`config.mk`:
```
export PLATFORM = sky130hd
export DESIGN_NAME = fbc_coef_mem
export DESIGN_NICKNAME = d
export VERILOG_FILES = /design/src/sv/fbc_pkg.sv /design/src/sv/fbc_coef_mem.sv
export SDC_FILE = /design/constraint.sdc
export NUM_CORES = 1
export LEC_CHECK = 0
export BUFFER_PORTS_ARGS = -buffer_cell sky130_fd_sc_hd__clkbuf_2
export CAP_MARGIN = 20
export CORE_MARGIN = 2
export CORE_UTILIZATION = 30
export CTS_BUF_LIST = sky130_fd_sc_hd__clkbuf_8
export DETAILED_ROUTE_END_ITERATION = 16
export HOLD_SLACK_MARGIN = 0.12
export SKIP_LAST_GASP = 1
export SLEW_MARGIN = 20
export SYNTH_ARGS = -nofsm -noshare
export SYNTH_HDL_FRONTEND = slang
export SYNTH_SLANG_ARGS = --single-unit
```
`constraint.sdc`:
```
create_clock -name i_clk -period 5.6 [get_ports i_clk]
set_input_delay 0.28 -clock i_clk [delete_from_list [all_inputs] [get_ports i_clk]]
set_output_delay 0.28 -clock i_clk [all_outputs]
set_load 0.01 [all_outputs]
```
`src/sv/fbc_pkg.sv`:
```
`timescale 1ns / 1ps
`default_nettype none
// ----------------------------------------------------------------------------
// fbc_pkg
// Shared constants, codes and types of the cascaded peaking biquad block.
// ----------------------------------------------------------------------------
package fbc_pkg;

    localparam int SECTIONS_DEF    = 6;
    localparam int SAMPLE_BITS_DEF = 24;
    localparam int COEF_BITS_DEF   = 32;

    // Section histories and the value passed between sections are 32 bits.
    localparam int HIST_BITS  = 32;
    // Integer bits of a coefficient; the rest of COEF_BITS is fraction.
    localparam int COEF_INT   = 8;
    localparam int SEL_BITS   = 2;

    localparam int LEVEL_BITS = 16;
    localparam int LEVEL_FRAC = 12;
    localparam logic [LEVEL_BITS-1:0] LEVEL_RESET = 16'd4096;

    localparam int PADDR_BITS = 3;
    localparam int PDATA_BITS = 32;
    // Word index of the output level register (paddr bit 2).
    localparam logic REG_OUTPUT_LEVEL = 1'b0;

    typedef enum logic {
        FUNC_SAMPLE = 1'b0,
        FUNC_COEF   = 1'b1
    } t_func;

    typedef enum logic [1:0] {
        CS_AB1 = 2'd0,
        CS_A2  = 2'd1,
        CS_B0  = 2'd2,
        CS_B2  = 2'd3
    } t_coef_sel;

    // Second operand of the shared multiplier.
    typedef enum logic [2:0] {
        TERM_X    = 3'd0,
        TERM_X1   = 3'd1,
        TERM_X2   = 3'd2,
        TERM_Y1   = 3'd3,
        TERM_Y2   = 3'd4,
        TERM_GAIN = 3'd5
    } t_term;

    typedef enum logic [1:0] {
        ST_IDLE     = 2'd0,
        ST_SEC      = 2'd1,
        ST_GAIN_MUL = 2'd2,
        ST_GAIN_RND = 2'd3
    } t_state;

    typedef struct packed {
        logic signed [HIST_BITS-1:0] x1;
        logic signed [HIST_BITS-1:0] x2;
        logic signed [HIST_BITS-1:0] y1;
        logic signed [HIST_BITS-1:0] y2;
    } t_hist_row;

    typedef struct packed {
        logic  x_load;
        logic  mul_en;
        t_term term;
        logic  acc_en;
        logic  acc_clr;
        logic  acc_sub;
        logic  sec_done;
        logic  out_load;
    } t_mac_ctl;

endpackage
`default_nettype wire

```
`src/sv/fbc_coef_mem.sv`:
```
`timescale 1ns / 1ps
`default_nettype none
// ----------------------------------------------------------------------------
// fbc_coef_mem
// Coefficient store, four entries per section, with a valid bit per entry.
// ----------------------------------------------------------------------------
module fbc_coef_mem #(
    parameter int SECTIONS  = 6,
    parameter int COEF_BITS = 32,
    parameter int CA_W      = 5
) (
    input  wire logic                        i_clk,
    input  wire logic                        i_rst_n,
    input  wire logic                        i_we,
    input  wire logic [CA_W-1:0]             i_waddr,
    input  wire logic signed [COEF_BITS-1:0] i_wdata,
    input  wire logic                        i_re,
    input  wire logic [CA_W-1:0]             i_raddr,
    output logic signed [COEF_BITS-1:0]      o_q
);
    import fbc_pkg::*;

    localparam int DEPTH = SECTIONS * 4;
    localparam logic [COEF_BITS-1:0] COEF_ONE =
        {{(COEF_BITS-1){1'b0}}, 1'b1} << (COEF_BITS - COEF_INT);

    logic [COEF_BITS-1:0] mem [DEPTH];
    logic [DEPTH-1:0]     r_valid;
    logic [COEF_BITS-1:0] r_rd_data;
    logic                 r_rd_valid;
    logic                 r_rd_b0;

    always_ff @(posedge i_clk) begin
        if (i_we) begin
            mem[i_waddr] <= i_wdata;
        end
        if (i_re) begin
            r_rd_data  <= mem[i_raddr];
            r_rd_b0    <= (t_coef_sel'(i_raddr[SEL_BITS-1:0]) == CS_B0);
        end
    end

    always_ff @(posedge i_clk) begin
        if (!i_rst_n) begin
            r_valid    <= '0;
            r_rd_valid <= 1'b0;
        end else begin
            if (i_we) begin
                r_valid[i_waddr] <= 1'b1;
            end
            if (i_re) begin
                r_rd_valid <= r_valid[i_raddr];
            end
        end
    end

    // An entry never written reads as its reset value: b0 is one, others zero.
    always_comb begin
        if (r_rd_valid) begin
            o_q = r_rd_data;
        end else if (r_rd_b0) begin
            o_q = COEF_ONE;
        end else begin
            o_q = '0;
        end
    end

endmodule
`default_nettype wire

```
; ---- Yosys cells after proc, flatten, opt, wreduce, memory -nomap -nowiden
; Memories as Yosys holds them, arrays and structs flattened. A register that Yosys moved wholly into a read port is not among the register bits.
; Index checks and enable logic that the tools add are counted.
[totals]
elab_cells = 18
in_bits = 46
mem_count = 1
reg_bits = 26
out_inout_bits = 32
mem_bits_rw = 768
[memory_table]
columns = name, depth, width, rd, rd_ports_with_merged_regs, wr, line
row1 = mem, 24, 32, 1, 1, 1, fbc_coef_mem.sv:27  ; logic [COEF_BITS-1:0] mem [DEPTH];
[classes]
order_cmp = 3
eq_ne = 1
n_reduce_logical = 1
muxes = 8
bitwise = 1
[op_table]
columns = operator, n
row1 = $mux W32, 1
row2 = $mux W25, 1
row3 = $or A24 B24 Y24, 1
row4 = $lt A5 B6 Y1 const B, 2
row5 = $bmux W1 S5, 1
row6 = $demux W1 S5, 1
row7 = $ge A5 B1 Y1 const B, 1
row8 = $mux W1, 4
row9 = $eq A2 B2 Y1 const B, 1
row10 = $logic_and A1 B1 Y1, 1

; ---- Logic depth before layout (Yosys ltp)
[logic_depth]
depth_word = 5
mapped_depth = 9
depth_no_buf = 4

; ---- Worst setup path before layout
; Ideal clock, no wire load.
[synth_path]
path_kind = in2reg
startpoint = input i_waddr[0]
endpoint = memory mem[12][0] (enable)
arrival_ps = 2296
cell_stages = 3
n_path_buf = 1
path_slack_ps = 2882
setup_ps = 423
t_required_ps = 5177
path_cell_list = or3b_2 -> clkbuf_1 -> nor2_1
[synth_rtl]
columns = item, line
row1 = start: declaration, fbc_coef_mem.sv:15  ; input wire logic [CA_W-1:0] i_waddr,
row2 = end: declaration, fbc_coef_mem.sv:27
; Straight into the memory's write port.

; ---- Final worst setup path
[layout_path]
startpoint = register r_rd_valid
endpoint = output o_q[24]
[layout_between]
elab_chain_cells = 1
[layout_lines]
columns = item, line
row1 = start: declaration, fbc_coef_mem.sv:30  ; logic r_rd_valid;
row2 = start signal: assignment, fbc_coef_mem.sv:52  ; r_rd_valid <= r_valid[i_raddr];
row3 = $mux W32, fbc_coef_mem.sv:59  ; if (r_rd_valid) begin
row4 = end: declaration, fbc_coef_mem.sv:19  ; output logic signed [COEF_BITS-1:0] o_q
; Every way passes these cells.

==> qor.csv <==
metric,value,unit
vias in the first global route,16490,
Mean Syn Cell Area,21.17,um^2
Worst-Margin Slew,1.140,ns
Multi-input gate area,7063,um^2
Peak Freq,0.3734,GHz
worst-path fanout max,33,
Fill cells,9657,
hold path depth,2,
Mapped Area,31860,um^2
min cycle time layout,2.678,ns
IO buf count,77,
grt ovf,0,
final routed DRC violation total,0,
clock slew at reported path FFs,0.06,ns
Worst R2R Start,mem[4][20],
hold worst-path end,r_rd_data[26],
Hold Startpoint,i_re,
cell count after synthesis,1505,
H-tree Lvls,4,
Rel. slew slack,23.99,%
"area leader, netlist",edfxtp_1,
clk_lat worst skew,0.78,ns
Final Cell Area,36790,um^2
Reg2Reg Depth,4,
Inserted Clock Buffers,133,
syn_nets,1551,
Crit path buffers/inverters,1,
Yosys cell types,33,
First-pass DRT Iterations,5,
clk buf depth,3,
DRT iter0 DRCs,1282,
run status,completed,
Reg area,24550,um^2
fin. max-slew vios,0,
power per cell area,332.9,nW/um^2
placed inst area,34080,um^2
peak supply drop,0.2071,mV
layout cells sized above 1,31.40,%
critical path type,register to primary output,
reg-to-reg endpoint,r_rd_data[20],
core area,105300,um^2
Critical Path Slowest Stage Cell,dfxtp_2,
Routed Antenna Nets,0,
WL/cell,24.34,um
final net count,1751,
die height,329.9,um
Max Cap Viol,0,
top cell type's share of synthesized area,75.50,%
Total Routed Length,77.59,mm
yosys warns,0,
area delta synth->final,15.46,%
Post-CTS Setup Repair Bufs,0,
Setup Skew,0.03242,ns
standard-cell rows,119,
Tcrit/Tclk final,47.82,%
crit path cell chain,mux2_2 -> clkbuf_2,
"slowest stage delay, CP",0.99,ns
final HPWL from detailed placement,39.67,mm
r2r setup slk,3.79,ns
Min-Delay Path Class,input port to register,
data arrival time of the worst path,2.40,ns
Initial Util,30.27,%
endpoint class of the critical path,primary output,
Root Driver,clkbuf_8,
Setup Viol. Count Final,0,
worst path required time,5.32,ns
DP Cell Count,2927,
post_cts resized,0,
DR vias/cell,4.921,
RSZ-0062 raised after global routing,no,
CTS tree,yes,
largest net degree at the start of global routing,101,
routability cong.,0.7174,
# clock sinks,826,
via count,15690,
initial antenna violation count,4,
crit-path leading delay family,flip-flops,
Area contributors post-synth,"edfxtp_1 75%, mux4_2 11%, mux2_2 4.0%, dfxtp_1 1.6%, mux2i_1 1.6%",
Final Hold Fails,0,
fin cells,3188,
DIE AREA,108800,um^2
Die Width,329.9,um
total track usage,14.34,%
post-synthesis sequential area ratio,77.07,%
# IOs,78,
first-pass GRT wire length,111.9,mm
synthesized flop and latch total,826,
nature of the critical path startpoint,register,
hold_buf cts,34,
Leak,11.76,nW
Sum Neg Setup Slack,0,ns
-- cell usage in the layout (no fill, tap or decap), drive strengths merged, types with 2 or more instances in the layout --
master,synthesis,routed
nand2,20,20
nor2,28,28
o311ai,2,2
or3b,3,3
clkinv,0,32
mux2,113,113
clkinvlp,0,3
nand3b,4,4
bufinv,0,2
a22oi,23,23
o21a,24,24
mux2i,50,50
inv,1,49
o21ai,24,24
edfxtp,801,801
dlygate4sd3,0,34
o21bai,23,23
buf,46,40
nand3,2,2
nand2b,4,4
o22ai,23,23
mux4,149,149
o31ai,23,23
a21oi,33,33
and2,31,31
dfxtp,25,25
a221o,9,9
clkbuf,38,216
-- kinds of logic (layout without fill, tap and decap cells) --
logic type	Yosys count	after routing	share of synthesized area, %
DFF	826	826	77.07
and+or+nand+nor	95	95	1.520
buffers and inverters	85	376	1.359
AOI/OAI and AO/OA	187	187	3.955
muxes	312	312	16.10
other	0	1	0
-- stage by stage --
stage	setup WS, ns	hold slack [ns]	util [%]	power, W
4_1_cts	2.755	0.1609	34.94	0.01237
3_3_place_gp	2.539	0.4414	32.38	0.007644
5_1_grt	2.760	0.1748	34.94	0.01267
3_5_place_dp	2.535	0.4527	32.38	0.007663
6_report	2.922	0.2103	34.94	0.01224
2_1_floorplan	2.882	0.3789	-	0.007408
-- flip-flops by register name, summed over array words and instances, names as in the netlist --
register    cells
mem           768
r_rd_b0         1
r_rd_data      32
r_rd_valid      1
r_valid        24
-- worst max path at each step --
stage / to / slack (ns) / start / cells after the start
final: o_q[24] / 2.92 / r_rd_valid / 2
after CTS: o_q[24] / 2.76 / r_rd_valid / 2
after global routing: o_q[24] / 2.76 / r_rd_valid / 2
after detailed placement: r_rd_data[1] / 2.53 / i_raddr[0] / 6
after global placement: r_rd_data[3] / 2.54 / i_raddr[0] / 6
after floorplan: mem[12][0] / 2.88 / i_waddr[0] / 3
-- final cells by class --
class                   count  share of cell area, %
flip-flops and latches    826                  66.75
multi-input cells         594                  19.20
clock buffers             141                  5.276
well taps                1391                  4.731
repair buffers            149                  2.884
clock inverters            85                  1.139
inverters                   1                0.01020
diodes                      1               0.006803
-- cells in the mapped netlist --
master    count
or3_1         1
o21bai_1     23
or2_2         1
a21oi_1      33
buf_4         5
a22oi_1      23
buf_1        10
dfxtp_1      25
edfxtp_1    801
or3b_2        3
and2_1       31
nand3_1       2
mux4_2      149
o21a_1       24
mux2i_1      50
nand2b_1      4
buf_6         9
nor2_1       28
a41oi_1       1
nor2b_1       1
nand3b_1      4
clkbuf_1     38
o311ai_0      2
inv_1         1
mux2_2      113
a211oi_1      1
o21ai_0      24
a311oi_1      1
o31ai_1      23
o22ai_1      23
buf_2        22
nand2_1      20
a221o_1       9
-- metal layers --
layer,up-vias,track usage [%],share of wire (%)
met5,-,0,0.031
met4,4,4.565,2.2
met3,129,3.117,6.2
met2,533,23.81,49
met1,8354,18.76,42
li1,6668,-,-
-- where the power goes --
group / switching (W) / leakage (nW) / internal [W] / total (W)
clock network: 0.00229 / 1.36 / 0.00241 / 0.00470
logic: 0.000370 / 2.95 / 0.000263 / 0.000634
registers: 0.0000354 / 7.45 / 0.00688 / 0.00692
total: 0.00269 / 11.8 / 0.00955 / 0.0122
Power figures use the tool's default switching activity.
