`src/sv/fbc_pkg.sv`:
```
`timescale 1ns / 1ps
`default_nettype none
// ----------------------------------------------------------------------------
// fbc_pkg
// Shared constants, codes and types of the cascaded peaking biquad block.
// ----------------------------------------------------------------------------
package fbc_pkg;

    localparam int SECTIONS_DEF    = 6;
    localparam int SAMPLE_BITS_DEF = 24;
    localparam int COEF_BITS_DEF   = 32;

    // Section histories and the value passed between sections are 32 bits.
    localparam int HIST_BITS  = 32;
    // Integer bits of a coefficient; the rest of COEF_BITS is fraction.
    localparam int COEF_INT   = 8;
    localparam int SEL_BITS   = 2;

    localparam int LEVEL_BITS = 16;
    localparam int LEVEL_FRAC = 12;
    localparam logic [LEVEL_BITS-1:0] LEVEL_RESET = 16'd4096;

    localparam int PADDR_BITS = 3;
    localparam int PDATA_BITS = 32;
    // Word index of the output level register (paddr bit 2).
    localparam logic REG_OUTPUT_LEVEL = 1'b0;

    typedef enum logic {
        FUNC_SAMPLE = 1'b0,
        FUNC_COEF   = 1'b1
    } t_func;

    typedef enum logic [1:0] {
        CS_AB1 = 2'd0,
        CS_A2  = 2'd1,
        CS_B0  = 2'd2,
        CS_B2  = 2'd3
    } t_coef_sel;

    // Second operand of the shared multiplier.
    typedef enum logic [2:0] {
        TERM_X    = 3'd0,
        TERM_X1   = 3'd1,
        TERM_X2   = 3'd2,
        TERM_Y1   = 3'd3,
        TERM_Y2   = 3'd4,
        TERM_GAIN = 3'd5
    } t_term;

    typedef enum logic [1:0] {
        ST_IDLE     = 2'd0,
        ST_SEC      = 2'd1,
        ST_GAIN_MUL = 2'd2,
        ST_GAIN_RND = 2'd3
    } t_state;

    typedef struct packed {
        logic signed [HIST_BITS-1:0] x1;
        logic signed [HIST_BITS-1:0] x2;
        logic signed [HIST_BITS-1:0] y1;
        logic signed [HIST_BITS-1:0] y2;
    } t_hist_row;

    typedef struct packed {
        logic  x_load;
        logic  mul_en;
        t_term term;
        logic  acc_en;
        logic  acc_clr;
        logic  acc_sub;
        logic  sec_done;
        logic  out_load;
    } t_mac_ctl;

endpackage
`default_nettype wire

```
`src/sv/fbc_seq.sv`:
```
`timescale 1ns / 1ps
`default_nettype none
// ----------------------------------------------------------------------------
// fbc_seq
// Sequencer: walks the sections, schedules memory reads and the shared MAC.
// ----------------------------------------------------------------------------
module fbc_seq #(
    parameter int SECTIONS = 6,
    parameter int SIDX_W   = 3
) (
    input  wire logic              i_clk,
    input  wire logic              i_rst_n,
    input  wire logic              i_start,
    input  wire logic              i_out_stall,
    output logic                   o_busy,
    output logic                   o_out_valid,
    output logic [SIDX_W-1:0]      o_sec,
    output logic                   o_coef_re,
    output fbc_pkg::t_coef_sel     o_coef_sel,
    output logic                   o_hist_re,
    output logic                   o_hist_we,
    output fbc_pkg::t_mac_ctl      o_ctl
);
    import fbc_pkg::*;

    localparam logic [SIDX_W-1:0] SEC_LAST = SIDX_W'(SECTIONS - 1);
    localparam logic [2:0]        PH_LAST  = 3'd7;

    t_state            r_state, n_state;
    logic [2:0]        r_ph, n_ph;
    logic [SIDX_W-1:0] r_sec, n_sec;
    logic              r_out_valid, n_out_valid;

    always_ff @(posedge i_clk) begin
        if (!i_rst_n) begin
            r_state     <= ST_IDLE;
            r_ph        <= '0;
            r_sec       <= '0;
            r_out_valid <= 1'b0;
        end else begin
            r_state     <= n_state;
            r_ph        <= n_ph;
            r_sec       <= n_sec;
            r_out_valid <= n_out_valid;
        end
    end

    // Per section: phases 0-4 read coefficients, 1-5 multiply, 2-6
    // accumulate, 7 rounds and writes the history row back.
    always_comb begin
        n_state     = r_state;
        n_ph        = r_ph;
        n_sec       = r_sec;
        n_out_valid = r_out_valid & i_out_stall;
        o_coef_re   = 1'b0;
        o_coef_sel  = CS_B0;
        o_hist_re   = 1'b0;
        o_hist_we   = 1'b0;
        o_ctl       = '0;
        o_ctl.term  = TERM_X;

        unique case (r_state)
            ST_IDLE: begin
                if (i_start) begin
                    o_ctl.x_load = 1'b1;
                    n_state      = ST_SEC;
                    n_ph         = '0;
                    n_sec        = '0;
                end
            end
            ST_SEC: begin
                o_coef_re = (r_ph <= 3'd4);
                o_hist_re = (r_ph == 3'd0);
                case (r_ph)
                    3'd0:    o_coef_sel = CS_B0;
                    3'd1:    o_coef_sel = CS_AB1;
                    3'd2:    o_coef_sel = CS_B2;
                    3'd3:    o_coef_sel = CS_AB1;
                    3'd4:    o_coef_sel = CS_A2;
                    default: o_coef_sel = CS_B0;
                endcase
                case (r_ph)
                    3'd1:    o_ctl.term = TERM_X;
                    3'd2:    o_ctl.term = TERM_X1;
                    3'd3:    o_ctl.term = TERM_X2;
                    3'd4:    o_ctl.term = TERM_Y1;
                    3'd5:    o_ctl.term = TERM_Y2;
                    default: o_ctl.term = TERM_X;
                endcase
                o_ctl.mul_en   = (r_ph >= 3'd1) && (r_ph <= 3'd5);
                o_ctl.acc_en   = (r_ph >= 3'd2) && (r_ph <= 3'd6);
                o_ctl.acc_clr  = (r_ph == 3'd2);
                o_ctl.acc_sub  = (r_ph == 3'd5) || (r_ph == 3'd6);
                o_ctl.sec_done = (r_ph == PH_LAST);
                o_hist_we      = (r_ph == PH_LAST);
                n_ph           = r_ph + 3'd1;
                if (r_ph == PH_LAST) begin
                    if (r_sec == SEC_LAST) begin
                        n_sec   = '0;
                        n_state = ST_GAIN_MUL;
                    end else begin
                        n_sec = r_sec + SIDX_W'(1);
                    end
                end
            end
            ST_GAIN_MUL: begin
                o_ctl.mul_en = 1'b1;
                o_ctl.term   = TERM_GAIN;
                n_state      = ST_GAIN_RND;
            end
            ST_GAIN_RND: begin
                if (!r_out_valid || !i_out_stall) begin
                    o_ctl.out_load = 1'b1;
                    n_out_valid    = 1'b1;
                    n_state        = ST_IDLE;
                end
            end
            default: begin
                n_state = ST_IDLE;
            end
        endcase
    end

    assign o_busy      = (r_state != ST_IDLE);
    assign o_out_valid = r_out_valid;
    assign o_sec       = r_sec;

endmodule
`default_nettype wire

```
`config.mk`:
```
export PLATFORM = sky130hd
export DESIGN_NAME = fbc_seq
export DESIGN_NICKNAME = d
export VERILOG_FILES = /design/src/sv/fbc_pkg.sv /design/src/sv/fbc_seq.sv
export SDC_FILE = /design/constraint.sdc
export NUM_CORES = 1
export LEC_CHECK = 0
export BUFFER_PORTS_ARGS = -buffer_cell sky130_fd_sc_hd__buf_4
export CAP_MARGIN = 0
export CORE_MARGIN = 4
export CORE_UTILIZATION = 45
export CTS_CLUSTER_DIAMETER = 150
export DETAILED_ROUTE_END_ITERATION = 8
export PLACE_DENSITY_LB_ADDON = 0.1
export SYNTH_ARGS = -nofsm -noshare
export SYNTH_HDL_FRONTEND = slang
export SYNTH_SLANG_ARGS = --single-unit
```
`constraint.sdc`:
```
create_clock -name i_clk -period 1.6 [get_ports i_clk]
set_clock_uncertainty 0.1 [all_clocks]
set_input_delay 0.32 -clock i_clk [delete_from_list [all_inputs] [get_ports i_clk]]
set_output_delay 0.32 -clock i_clk [all_outputs]
set_load 0.1 [all_outputs]
```
==> run summary, run 1 <==
The flow did not finish. The stage at which the flow ended is 4_1_cts. The first error in the log reads "[ERROR DPL-0038] Utilization greater than 100%, impossible to legalize".

In the synthesized netlist the dominant register cell turns out to be dfxtp_1. The count of pins on the block boundary came out at 24. The placed cell area came out at 0.00132 mm^2. Summing the sequential cell areas from Yosys gives 22.7% of the chip area.

The detailed placer's ending HPWL is 1.72 mm. The count of hold-fix buffers inserted at cts is 0. The root buffer cell is clkbuf_4. In this run the number of H-tree levels came out at 1. Once the floorplan was initialized, standard cells occupied 49.8% of the core. The cell with the most instances after synthesis is ha_1. In the post-synthesis netlist, the biggest area contributors are dfxtp_1 (23%), ha_1 (16%), a21boi_0 (4.7%). Gates resized during post-CTS repair numbered 64. The number of buffers inserted to repair setup after CTS is 6.

The count of input and output buffers is 23. The number of buffers inserted during clock tree synthesis is 3. The placement row count is 14. The total clock sinks is 9. Routability-driven placement finished with a final weighted congestion of 0.863. The deepest clock path buffer count is 2. Measured along the y axis, the die boundary spans 50.0 um.

Averaged over all synthesized cells, the footprint is 8.73 um^2. In this run, distinct cell masters in the synthesized netlist total 33. The largest area contributor in the synthesized netlist is dfxtp_1.

The fraction of synthesized cell area taken by the top area cell type is 22.7%. Yosys printed 0 warnings. The count of mapped cells out of synthesis is 91. In this run, synthesis inferred 0 flip-flops with an integrated enable. From left edge to right edge, the die measures 50.0 um.

The commonest cells after synthesis are ha_1 (10), dfxtp_1 (9), inv_1 (7), o21ai_0 (7). The area of the mapped netlist is 795 um^2. The net count of the mapped netlist is 105. In the synthesized netlist the async set-or-reset flop fraction comes to 0%. The flip-flop and latch count after synthesis is 9.
## metrics by stage
| step | cells | worst slack, ns | TNS [ns] | util [%] |
|---|---|---|---|---|
| 2_1_floorplan | 91 | -0.620 | -2.90 | - |
| 3_3_place_gp | 153 | -0.173 | -1.03 | 83.0 |
| 3_5_place_dp | 153 | -0.208 | -1.38 | 83.0 |
## kinds of logic after synthesis
family	synth area share, %
compound gates	27.2
xor+xnor	1.10
fa+ha+maj	15.7
buf+inv	6.61
flops	22.7
mux	3.78
simple gates	22.8
==> inputs of run 2 (changes only) <==
- CORE_AREA: unset -> 4 4 65 67
- CORE_MARGIN: 4 -> unset
- CORE_UTILIZATION: 45 -> unset
- CTS_CLUSTER_DIAMETER: 150 -> unset
- DIE_AREA: unset -> 0 0 69 71
- PLACE_DENSITY_LB_ADDON: 0.1 -> 0.15
- clock period: 1.6 -> 2.08 ns (I/O delays scaled with it)
==> run summary, run 2 <==
Status: finished clean (was stopped before the end). The worst relative slew slack is 70.5%. Along the worst path, the maximum fanout reaches 7. The number of global-route vias before repair came to 741. Of the cells placed in the final design, the portion with a size suffix greater than 1 is 56.2%.

The routed wire length is 2.00 mm. The average wire per cell in the routed design came out at 11.8 um. The largest area contributor in the synthesized netlist is dfxtp_1 (unchanged). The floorplan step defined a die boundary enclosing 0.00490 mm^2. The final clock period utilization by the worst path came out at 97.5%. At the worst endpoint, the required time is 1.56 ns. The total number of vias came out at 748. The routed length on met1 is 930 um.

The number of nets in the layout came out at 136. The overall track demand over capacity in global routing is 8.66%. The worst-case register-to-register setup slack is 0.26 ns.

The storage element area came out at 190 um^2. The switching part of the total power came out at 52.5%. The count of input and output buffers is 23 (unchanged). The cell family contributing the most delay on the critical path is compound AO/OA/AOI/OAI gates. The clock tree from TritonCTS is built.

The ratio of routed vias to standard cells is 4.43. The remaining routing DRC violations came out at 0. The width of the die was 69 um (was 50.0 um). Dividing total power by cell area gives a power density of 1100 mW/mm^2. The count of flip-flops with a built-in enable after synthesis is 0 (unchanged). The cell count of the worst hold path is 3. The count of routing violations after the opening detailed-route iteration came out at 24.

The number of synthesis warnings came out at 0 (unchanged). The max-cap violation count came out at 0. The count of hold-fix buffers inserted at cts is 0 (unchanged). The shortest clock period the worst path allows after layout came out at 2.03 ns. The total number of H-tree levels is 1 (unchanged). The aggregate global routing overflow came out at 0.

The final hold violation count came out at 0. The design internal power came out at 0.000692 W. The start point of the critical path is r_ph[1].

The peak ir drop on the vdd network is 639 uV. The net count of the mapped netlist was 105 (unchanged). The final hold slack came out at 0.366 ns. The layout has 395 filler cells. The clock-pin slew on the worst setup and hold paths came out at 0.04 ns.

The overall power consumption is 0.00146 W. The detailed placer's ending HPWL was 1.53 mm (was 1.72 mm). The reg-to-reg startpoint is r_ph[0]. The detailed-routing iteration count for the pre-antenna-repair pass came out at 4.

The async set-reset flop share out of synthesis came out at 0% (unchanged). The dominant synthesized flop cell is dfxtp_1 (unchanged). The post-synthesis to final-layout area growth is 67.1%. The critical path is of the register to primary output type. The number of buffer and inverter stages on the critical path is 2.

The effective utilization at floorplan came out at 21.9% (was 49.8%). The sequential share of the synthesized area came out at 22.7% (unchanged). The deepest clock path buffer count came out at 2 (unchanged). The root buffer cell was clkbuf_8 (was clkbuf_4). In this run the static leakage power is 0.577 nW. The startpoint kind of the worst setup timing path is a register. The worst-path cell with the longest stage delay is dfxtp_4.

The count of mapped cells out of synthesis came out at 91 (unchanged). Traced cell by cell, the critical path runs through inv_4 > ha_4 > nand2b_4 > o22a_1 > o211a_4 > buf_12. The max-slew violation count was 0.

Once detail routing completed, the nets flagged for antenna violations numbered 0. In this run the critical register-to-register path is captured at r_state[1]. The total clock sinks is 9 (unchanged). The combinational share of power came out at 70.2%. The post-synthesis average cell area came out at 8.73 um^2 (unchanged). The power dissipated by switching net loads is 0.000765 W. The worst hold path terminates at o_out_valid. For the worst flop-to-flop path, the logic depth is 5. The startpoint identified for the worst hold timing path is i_out_stall.

STA classifies the critical path endpoint as a primary output. The vertical die dimension came out at 71 um (was 50.0 um). Leaving out fill and tap cells, the most frequent cell in the layout is buf_4. The area of the mapped netlist came to 795 um^2 (unchanged). In the layout the commonest cells are buf_4 (25), nand2_1 (5), o21ai_0 (5), dfxtp_1 (5). The flip-flop and latch count after synthesis came out at 9 (unchanged). The multi-input combinational cell area came out at 719 um^2. The worst endpoint data arrival time is 1.51 ns.

The routability congestion estimate came out at 0.771 (was 0.863). The clock latency on the worst-skew pair came out at 0.23 ns. The routed length on met3 is 90 um.

The fraction of synthesized cell area taken by the top area cell type is 22.7% (unchanged). The count of different cell masters after synthesis came out at 33 (unchanged). Entering global routing, the biggest net connects 13 pins.

The number of buffers inserted during clock tree synthesis came out at 3 (unchanged). Derived from the worst setup path, the maximum achievable clock frequency is 493 MHz. Top cells by instance count after synthesis: ha_1 (10), dfxtp_1 (9), inv_1 (7), o21ai_0 (7) (unchanged). The worst hold path belongs to the class input pin to register. The sequential group share of total power is 16.0%.

The cell with the most instances after synthesis is ha_1 (unchanged). The measured slew at the worst slew-check pin came out at 0.430 ns. The initial antenna violation count came out at 0. The core region is 0.00363 mm^2.

After detailed routing, the met2 layer carries 957 um of wire. The count of pins on the block boundary is 24 (unchanged). The count of endpoints failing setup in the final report is 0. The number of antenna diodes in the final layout is 0. The first global-routing pass estimated 3.51 mm of wire. Routed signal wires occupy layers up through met4. The placement row count came out at 22 (was 14). The share of total power dissipated in the clock network is 13.8%. Cells taking the most area after synthesis: dfxtp_1 (23%), ha_1 (16%), a21boi_0 (4.7%) (unchanged).

The largest incremental delay on the critical path came out at 0.38 ns.
==> run 2: cell counts after synthesis <==
Identical to the previous run, type by type.
==> run 2: worst min-delay path: stages <==
cell and delay (ns):
buf_4 0.09, a21oi_1 0.05, nor2b_1 0.09
==> run 2: kinds of logic after synthesis <==
logic type	Yosys count	synth area share [%]
adder cells (fa/ha/maj)	10	15.7
buffers and inverters	12	6.61
XOR/XNOR	1	1.10
AO/OA/AOI/OAI	28	27.2
multiplexers	3	3.78
flip-flops	9	22.7
AND/OR/NAND/NOR	28	22.8
==> run 2: what timing repair did <==
action | 4_1_cts | 5_1_grt
resized for setup | 23 | 8
pin swaps | 1 | 1
setup endpoints to repair | 9 | 9
buffers inserted | 1 | 4
==> run 2: per-layer routing <==
metal / up-vias / track usage, %
met5: - / 0
met3: 2 / 3.13
met2: 16 / 13.7
li1: 382 / -
met1: 348 / 11.0
met4: 0 / 2.60
==> run 2: worst max path at each step <==
stage	endpoint	cells after the start	slack, ns
3_5_place_dp	o_ctl[6]	6	0.09
3_3_place_gp	o_ctl[6]	6	0.09
4_1_cts	o_ctl[5]	6	0.005
5_1_grt	o_ctl[6]	6	-0.0002
6_report	o_ctl[6]	6	0.05
2_1_floorplan	o_ctl[5]	3	-0.24
==> run 2: layout make-up <==
| cell class | instances | share of cell area (%) |
|---|---|---|
| multi-input cells | 70 | 54.2 |
| well taps | 48 | 4.52 |
| repair buffers | 31 | 21.4 |
| flip-flops and latches | 9 | 14.3 |
| clock buffers | 4 | 3.39 |
| inverters | 7 | 2.17 |
==> run 2: power by group through the flow <==
stage               clock, W  sequential [W]  combinational (W)
floorplan                  0        0.000240           0.000739
global placement           0        0.000234           0.000911
detailed placement         0        0.000234           0.000911
CTS                 0.000209        0.000239           0.000990
global route        0.000224        0.000239            0.00109
finish              0.000201        0.000233            0.00102
==> run 2: through the flow <==
stage                     std cells  setup TNS (ns)  util, %  cell area [um^2]  setup WS, ns
after floorplan                  91          -0.418        -               895        -0.236
after global placement          160               0     30.8              1120        0.0920
after detailed placement        160               0     30.8              1120        0.0887
after CTS                       165               0     34.9              1270       0.00544
after global routing            169       -0.000207     36.5              1330     -0.000207
final                           169               0     36.5              1330        0.0521
Note: power is estimated with default switching activity, not from simulation.
