[src/sv/fbc_pkg.sv]
`timescale 1ns / 1ps
`default_nettype none
// ----------------------------------------------------------------------------
// fbc_pkg
// Shared constants, codes and types of the cascaded peaking biquad block.
// ----------------------------------------------------------------------------
package fbc_pkg;

    localparam int SECTIONS_DEF    = 6;
    localparam int SAMPLE_BITS_DEF = 24;
    localparam int COEF_BITS_DEF   = 32;

    // Section histories and the value passed between sections are 32 bits.
    localparam int HIST_BITS  = 32;
    // Integer bits of a coefficient; the rest of COEF_BITS is fraction.
    localparam int COEF_INT   = 8;
    localparam int SEL_BITS   = 2;

    localparam int LEVEL_BITS = 16;
    localparam int LEVEL_FRAC = 12;
    localparam logic [LEVEL_BITS-1:0] LEVEL_RESET = 16'd4096;

    localparam int PADDR_BITS = 3;
    localparam int PDATA_BITS = 32;
    // Word index of the output level register (paddr bit 2).
    localparam logic REG_OUTPUT_LEVEL = 1'b0;

    typedef enum logic {
        FUNC_SAMPLE = 1'b0,
        FUNC_COEF   = 1'b1
    } t_func;

    typedef enum logic [1:0] {
        CS_AB1 = 2'd0,
        CS_A2  = 2'd1,
        CS_B0  = 2'd2,
        CS_B2  = 2'd3
    } t_coef_sel;

    // Second operand of the shared multiplier.
    typedef enum logic [2:0] {
        TERM_X    = 3'd0,
        TERM_X1   = 3'd1,
        TERM_X2   = 3'd2,
        TERM_Y1   = 3'd3,
        TERM_Y2   = 3'd4,
        TERM_GAIN = 3'd5
    } t_term;

    typedef enum logic [1:0] {
        ST_IDLE     = 2'd0,
        ST_SEC      = 2'd1,
        ST_GAIN_MUL = 2'd2,
        ST_GAIN_RND = 2'd3
    } t_state;

    typedef struct packed {
        logic signed [HIST_BITS-1:0] x1;
        logic signed [HIST_BITS-1:0] x2;
        logic signed [HIST_BITS-1:0] y1;
        logic signed [HIST_BITS-1:0] y2;
    } t_hist_row;

    typedef struct packed {
        logic  x_load;
        logic  mul_en;
        t_term term;
        logic  acc_en;
        logic  acc_clr;
        logic  acc_sub;
        logic  sec_done;
        logic  out_load;
    } t_mac_ctl;

endpackage
`default_nettype wire

[src/sv/fbc_mac.sv]
`timescale 1ns / 1ps
`default_nettype none
// ----------------------------------------------------------------------------
// fbc_mac
// Shared multiplier, accumulator and rounding/saturation datapath.
// ----------------------------------------------------------------------------
module fbc_mac #(
    parameter int COEF_BITS   = 32,
    parameter int SAMPLE_BITS = 24
) (
    input  wire logic                          i_clk,
    input  fbc_pkg::t_mac_ctl                  i_ctl,
    input  wire logic signed [SAMPLE_BITS-1:0] i_sample,
    input  wire logic signed [COEF_BITS-1:0]   i_coef,
    input  fbc_pkg::t_hist_row                 i_hist,
    input  wire logic [fbc_pkg::LEVEL_BITS-1:0] i_level,
    output fbc_pkg::t_hist_row                 o_hist_wr,
    output logic signed [SAMPLE_BITS-1:0]      o_sample_out
);
    import fbc_pkg::*;

    localparam int FRAC   = COEF_BITS - COEF_INT;
    localparam int PROD_W = COEF_BITS + HIST_BITS;
    localparam int ACC_W  = PROD_W + 3;
    localparam int SH_W   = ACC_W - FRAC;
    localparam int G_W    = PROD_W - LEVEL_FRAC;

    localparam logic [ACC_W-1:0]  ACC_HALF  = {{(ACC_W-1){1'b0}}, 1'b1} << (FRAC - 1);
    localparam logic [PROD_W-1:0] GAIN_HALF =
        {{(PROD_W-1){1'b0}}, 1'b1} << (LEVEL_FRAC - 1);
    localparam logic signed [HIST_BITS-1:0] Y_MAX = {1'b0, {(HIST_BITS-1){1'b1}}};
    localparam logic signed [HIST_BITS-1:0] Y_MIN = {1'b1, {(HIST_BITS-1){1'b0}}};
    localparam logic signed [SAMPLE_BITS-1:0] S_MAX = {1'b0, {(SAMPLE_BITS-1){1'b1}}};
    localparam logic signed [SAMPLE_BITS-1:0] S_MIN = {1'b1, {(SAMPLE_BITS-1){1'b0}}};

    logic signed [HIST_BITS-1:0]   r_x;
    logic signed [PROD_W-1:0]      r_prod;
    logic signed [ACC_W-1:0]       r_acc;
    logic signed [SAMPLE_BITS-1:0] r_out;

    logic signed [COEF_BITS-1:0]   op_a;
    logic signed [HIST_BITS-1:0]   op_b;
    logic signed [PROD_W-1:0]      n_prod;
    logic signed [ACC_W-1:0]       prod_ext;
    logic signed [ACC_W-1:0]       acc_base;
    logic signed [ACC_W-1:0]       n_acc;
    logic [ACC_W-1:0]              acc_rnd;
    logic [SH_W-1:0]               y_sh;
    logic signed [HIST_BITS-1:0]   y_sat;
    logic [PROD_W-1:0]             g_rnd;
    logic [G_W-1:0]                g_sh;
    logic signed [SAMPLE_BITS-1:0] g_sat;

    always_comb begin
        op_a = i_coef;
        case (i_ctl.term)
            TERM_X:    op_b = r_x;
            TERM_X1:   op_b = i_hist.x1;
            TERM_X2:   op_b = i_hist.x2;
            TERM_Y1:   op_b = i_hist.y1;
            TERM_Y2:   op_b = i_hist.y2;
            TERM_GAIN: begin
                op_a = COEF_BITS'({1'b0, i_level});
                op_b = r_x;
            end
            default:   op_b = r_x;
        endcase
        n_prod = PROD_W'(op_a) * PROD_W'(op_b);
    end

    // Feedback terms are subtracted rather than negating the coefficient.
    always_comb begin
        prod_ext = ACC_W'(r_prod);
        acc_base = i_ctl.acc_clr ? '0 : r_acc;
        n_acc    = i_ctl.acc_sub ? (acc_base - prod_ext) : (acc_base + prod_ext);
    end

    // Round half up to the history fraction, then clamp to 32 bits.
    always_comb begin
        acc_rnd = r_acc + ACC_HALF;
        y_sh    = acc_rnd[ACC_W-1:FRAC];
        if ((&y_sh[SH_W-1:HIST_BITS-1]) || !(|y_sh[SH_W-1:HIST_BITS-1])) begin
            y_sat = y_sh[HIST_BITS-1:0];
        end else if (y_sh[SH_W-1]) begin
            y_sat = Y_MIN;
        end else begin
            y_sat = Y_MAX;
        end
    end

    // Output gain: round half up by the level fraction, clamp to the sample.
    always_comb begin
        g_rnd = r_prod + GAIN_HALF;
        g_sh  = g_rnd[PROD_W-1:LEVEL_FRAC];
        if ((&g_sh[G_W-1:SAMPLE_BITS-1]) || !(|g_sh[G_W-1:SAMPLE_BITS-1])) begin
            g_sat = g_sh[SAMPLE_BITS-1:0];
        end else if (g_sh[G_W-1]) begin
            g_sat = S_MIN;
        end else begin
            g_sat = S_MAX;
        end
    end

    always_ff @(posedge i_clk) begin
        if (i_ctl.x_load) begin
            r_x <= HIST_BITS'(i_sample);
        end else if (i_ctl.sec_done) begin
            r_x <= y_sat;
        end
        if (i_ctl.mul_en) begin
            r_prod <= n_prod;
        end
        if (i_ctl.acc_en) begin
            r_acc <= n_acc;
        end
        if (i_ctl.out_load) begin
            r_out <= g_sat;
        end
    end

    always_comb begin
        o_hist_wr.x1 = r_x;
        o_hist_wr.x2 = i_hist.x1;
        o_hist_wr.y1 = y_sat;
        o_hist_wr.y2 = i_hist.y1;
    end

    assign o_sample_out = r_out;

endmodule
`default_nettype wire

[config.mk]
export PLATFORM = sky130hd
export DESIGN_NAME = fbc_mac
export DESIGN_NICKNAME = d
export VERILOG_FILES = /design/src/sv/fbc_pkg.sv /design/src/sv/fbc_mac.sv
export SDC_FILE = /design/constraint.sdc
export NUM_CORES = 2
export LEC_CHECK = 0
export ABC_AREA = 1
export CAP_MARGIN = 20
export CORE_UTILIZATION = 55
export CTS_CLUSTER_DIAMETER = 40
export DETAILED_ROUTE_END_ITERATION = 8
export DONT_BUFFER_PORTS = 1
export PLACE_DENSITY = 0.8
export SLEW_MARGIN = 20
export SYNTH_ARGS = -nofsm -noshare
export SYNTH_HDL_FRONTEND = slang
export SYNTH_SLANG_ARGS = --single-unit
[constraint.sdc]
create_clock -name i_clk -period 20.4 [get_ports i_clk]
set_input_delay 4.08 -clock i_clk [delete_from_list [all_inputs] [get_ports i_clk]]
set_output_delay 4.08 -clock i_clk [all_outputs]
set_load 0.02 [all_outputs]
# ---- Word level (Yosys, flattened, before mapping)
# Cells that the tools add are included.
dict set report op_classes {
  n_addsub 4
  n_mul 1
  eq_ne 5
  mux 10
  reduce_logical 9
}
# operator n
set ops {}
lappend ops {{32-bit two-way mux} 5}
lappend ops {{67-bit two-way mux} 2}
lappend ops {{32-bit case mux with 4 select lines} 1}
lappend ops {{67-bit by 24-bit adder with 67-bit output (second input constant)} 1}
lappend ops {{67-bit by 64-bit adder with 67-bit output} 1}
lappend ops {{67-bit by 64-bit subtractor with 67-bit output} 1}
lappend ops {{64-bit by 12-bit adder with 64-bit output (second input constant)} 1}
lappend ops {{32-bit by 32-bit multiplier with 64-bit output} 1}
lappend ops {{24-bit two-way mux} 2}
lappend ops {{29-bit AND reduction} 1}
lappend ops {{29-bit OR reduction} 1}
lappend ops {{12-bit AND reduction} 1}
lappend ops {{12-bit OR reduction} 1}
lappend ops {{3-bit by 2-bit equality test with 1-bit output (second input constant)} 2}
lappend ops {{3-bit equality test (second input constant)} 2}
lappend ops {{3-bit by 1-bit equality test with 1-bit output (second input constant)} 1}
lappend ops {{1-bit logical NOT} 2}
lappend ops {{1-bit logical OR} 2}
lappend ops {{2-bit nonzero test} 1}
dict set report totals {
  reg_bits 187
  inputBits 211
  output_inout_bits 152
}

# ---- Depth between registers and ports, before layout
dict set report logic_depth {
  ltp_word 7
  mapped_depth 39
  depth_no_buf 36
}

# ---- Worst setup path after synthesis
# OpenSTA, ideal clock, no wires.
dict set report synth_path {
  path_type {in2reg}
  start {input port i_ctl[6] in the netlist's numbering}
  end {register r_prod[61] (data pin)}
  setup_ns 0.252
  t_arrival_ns 11.915
  required_ns 20.148
  setup_slack_ns 8.233
  cell_stages 35
  path_buffers 3
  path_cell_list {buf_2 inv_1 nor3_2 nor3_2 inv_2 buf_2 nand4_1 o21ai_1 clkbuf_1 nor2_1 fa_1 inv_1 fa_1 fa_1 inv_1 fa_1 inv_1 fa_1 inv_1 fa_1 inv_1 fa_1 inv_1 fa_1 ha_1 a21oi_1 inv_1 a31oi_1 o21ai_0 nand2_1 o2111ai_1 a31oi_1 nand2_1 nand2_1 nand2_1}
}
dict set report synth_via {
  elab_chain_cells 3
}
# element line_no
set synth_lines {}
lappend synth_lines {{from (decl)} fbc_mac.sv:12} ;# input fbc_pkg::t_mac_ctl i_ctl,
lappend synth_lines {{3-bit equality test, or another cell as far along} fbc_mac.sv:56} ;# case (i_ctl.term)
lappend synth_lines {{32-bit case mux with 4 select lines / 32-bit two-way mux (equally long branches)} fbc_mac.sv:56}
lappend synth_lines {{32-bit by 32-bit multiplier with 64-bit output (*)} fbc_mac.sv:68} ;# n_prod = PROD_W'(op_a) * PROD_W'(op_b);
lappend synth_lines {{via n_prod[61]} fbc_mac.sv:43} ;# logic signed [PROD_W-1:0] n_prod;
lappend synth_lines {{to (signal assigned)} fbc_mac.sv:111} ;# r_prod <= n_prod;
lappend synth_lines {{to (decl)} fbc_mac.sv:37} ;# logic signed [PROD_W-1:0] r_prod;
# Mark *: on every way through the listed nets, which the timed path passes. The rest lies on a longest branch.
# A chain may end at the register's enable or synchronous reset.

# ---- Worst setup path after layout
dict set report layout_path {
  start {input port i_ctl[5] in the netlist's numbering}
  end {register r_prod[36] (data pin)}
}
# The elaborated chain is that of the path after synthesis.

==> run metrics <==
status=finished clean; most common cell after layout, fill and taps aside=nand2_1; die area=101,000 µm²; #FFs+latches synth=187; Worst path top cell family by delay=adder cells; Worst path max stage delay=0.88 ns; Num CTS Buffers=17; Yosys warnings=0; total track usage=45.0%; most frequent cells in the layout=1,475 x nand2_1, 1,464 x inv_1, 1,121 x nor2_1, 1,083 x fa_1, 254 x ha_1; Detail Placement HPWL=186,000 µm; DRC Markers=0; largest net degree at the start of global routing=68; sequential area share after synthesis=10.2%; area grow syn2layout=2.78%; CTS tree=yes; Mapped Cells=7,052; Port Buf Inserts=0; first-pass GRT wire length=330,000 µm; Clock Tree Buf Depth=2; hold buffers post-CTS=0; HP Start=r_prod[0]; CP Capture Type=register; clk_lat worst skew=0.50 ns; fin util=57.2%; Max transition margin=17.0%; post-layout minimum cycle time=13.66 ns; WHS Endpoint=r_acc[0]; worst clock skew=0.0218 ns; Req. time, crit path=20.61 ns; reg-to-reg setup timing slack=10.95 ns; final wirelength=222,000 µm; Chip Width=318 µm; Setup crit start=i_ctl[5]; mean post-synth cell area=7.79 µm²; most used cell along the critical path=fa_1; ys flop type=edfxtp_1; Min-Delay Path Class=reg -> reg; Fin Setup TNS=0 ns; CORE AREA=98,700 µm²; Max Clk Rate=0.0732 GHz; RSZ-0062 raised after global routing=no; Reg2Reg Depth=22; Final ANT Viol Nets=0; Tcrit/Tclk final=67.0%; row count=115; initial antenna violation count=53; startpoint types=input port; Starting Density=55.7%; share of layout cells above drive strength 1=3.21%; via count=48,900; CP max stage cell=inv_1; Setup Viol. Count Final=0; Cell variety after synth=56; reg-to-reg endpoint=r_prod[36]; clock sink count=187; mapped cell area=54,900 µm²; Die Height=318 µm; ys async rst share=0%; WS Path Type=in -> reg; number of post-CTS setup repair buffers=0; CTS Root Cell=clkbuf_16; Final Hold Fails=0; Overflow after GRT=0; Reg clk slew, reported paths=0.09 ns; Critical Path AT=13.87 ns; WHS Path Cells=2; I/O Pins=363; H-Tree Depth=4; Vias per Instance=5.95; Slew @ Worst Pin=1.23 ns; Post-synth EDFFs=187; vias in the first global route=49,300; post-CTS sizing=0; Bufs and invs on worst path=7; MaxCap Viol Count=0; routability cong.=1.13; Detailed Route Iter0 Violations=5,825; CP Max Fanout=46; Final nets=8,421; DRT Pass-1 Iters=6; reg-to-reg critical path startpoint=r_x[2]; DR WL/cell=27.1 µm; synthesized net count=8,600; Max Transition Viols Final=0
==> stage by stage <==
stage	hold WS, ns	cells	setup slack [ns]	instance area (µm²)
floorplan	0.641	7052	8.23	54900
global placement	0.666	8141	6.52	55700
detailed placement	0.691	8141	6.46	55700
CTS	0.688	8173	6.95	56400
global route	0.708	8201	6.12	56400
finish	0.680	8213	6.74	56500
==> state kept, by name, summed over array words and instances (netlist names) <==
| signal | count |
|---|---|
| r_acc | 67 |
| r_prod | 64 |
| r_x | 32 |
| o_sample_out | 24 |
==> final cells by class <==
| cell class | instances | area [µm²] |
|---|---|---|
| timing repair buffer | 87 | 653 |
| inverter | 1494 | 5610 |
| clock buffer | 17 | 425 |
| antenna | 40 | 100 |
| tap | 1287 | 1610 |
| sequential | 187 | 5620 |
| clock inverter | 15 | 204 |
| multi-input combinational | 5086 | 42200 |
| fill | 9227 | 42200 |
==> synth_stat cells, drive strengths merged (4+ instances only) <==
cell type,instances,share of area [%]
o21ai,191,1.9
a22oi,5,0.068
buf,174,2.0
o21bai,29,0.40
fa,1083,39
a22o,22,0.35
edfxtp,187,10
o211ai,7,0.096
or2,6,0.068
a21o,26,0.36
nor4,20,0.23
a31oi,30,0.34
ha,254,5.8
o31ai,4,0.055
nand4,80,0.92
xor2,204,3.3
nand2,1489,10
o21a,11,0.15
nor3,48,0.49
nor2,1147,8.1
a221oi,8,0.13
a21boi,13,0.18
a32o,5,0.091
a21oi,182,1.7
xnor2,46,0.73
clkinv,16,0.11
nand3,160,1.5
clkbuf,111,0.76
inv,1478,10
==> worst max-delay path by stage <==
stage                       to  slack [ns]  cells after the start
floorplan           r_prod[61]        8.23                     35
global placement    r_prod[54]        6.52                     33
detailed placement  r_prod[54]        6.46                     32
CTS                 r_prod[54]        6.95                     32
global route        r_prod[56]        6.12                     33
finish              r_prod[36]        6.74                     27
==> worst register-to-register path, cell delays in order (launching register included) <==
cell	delay, ns
edfxtp_1	0.63
o21ai_0	0.81
inv_1	0.74
nand2_1	0.29
fa_1	0.43
fa_1	0.51
fa_1	0.45
fa_1	0.56
inv_1	0.06
fa_1	0.50
fa_1	0.56
fa_1	0.55
inv_1	0.07
fa_1	0.52
inv_1	0.07
ha_1	0.36
a21oi_1	0.31
o21ai_0	0.19
nor2_1	0.21
o21bai_1	0.12
a21oi_1	0.48
o21ai_0	0.20
xor2_1	0.55
==> per-layer routing <==
layer | GRT usage (%) | part of all wire (%) | routed length, µm | vias up
li1 | - | - | - | 20700
met1 | 58.0 | 37 | 82600 | 24000
met2 | 63.4 | 41 | 92100 | 3371
met3 | 18.2 | 14 | 31300 | 778
met4 | 27.0 | 7.2 | 16100 | 30
met5 | 0.709 | 0.16 | 363 | -
==> cells by family after synthesis <==
| logic type | share of synthesized area, % |
|---|---|
| AOI/OAI and AO/OA | 5.88 |
| and+or+nand+nor | 21.7 |
| xor gates and xnor gates | 4.01 |
| buffers and inverters | 13.0 |
| adders and majority gates | 45.2 |
| DFF | 10.2 |
Power is not shown: default switching activity piles up to over one toggle a cycle in this logic, so the estimate is an artifact.
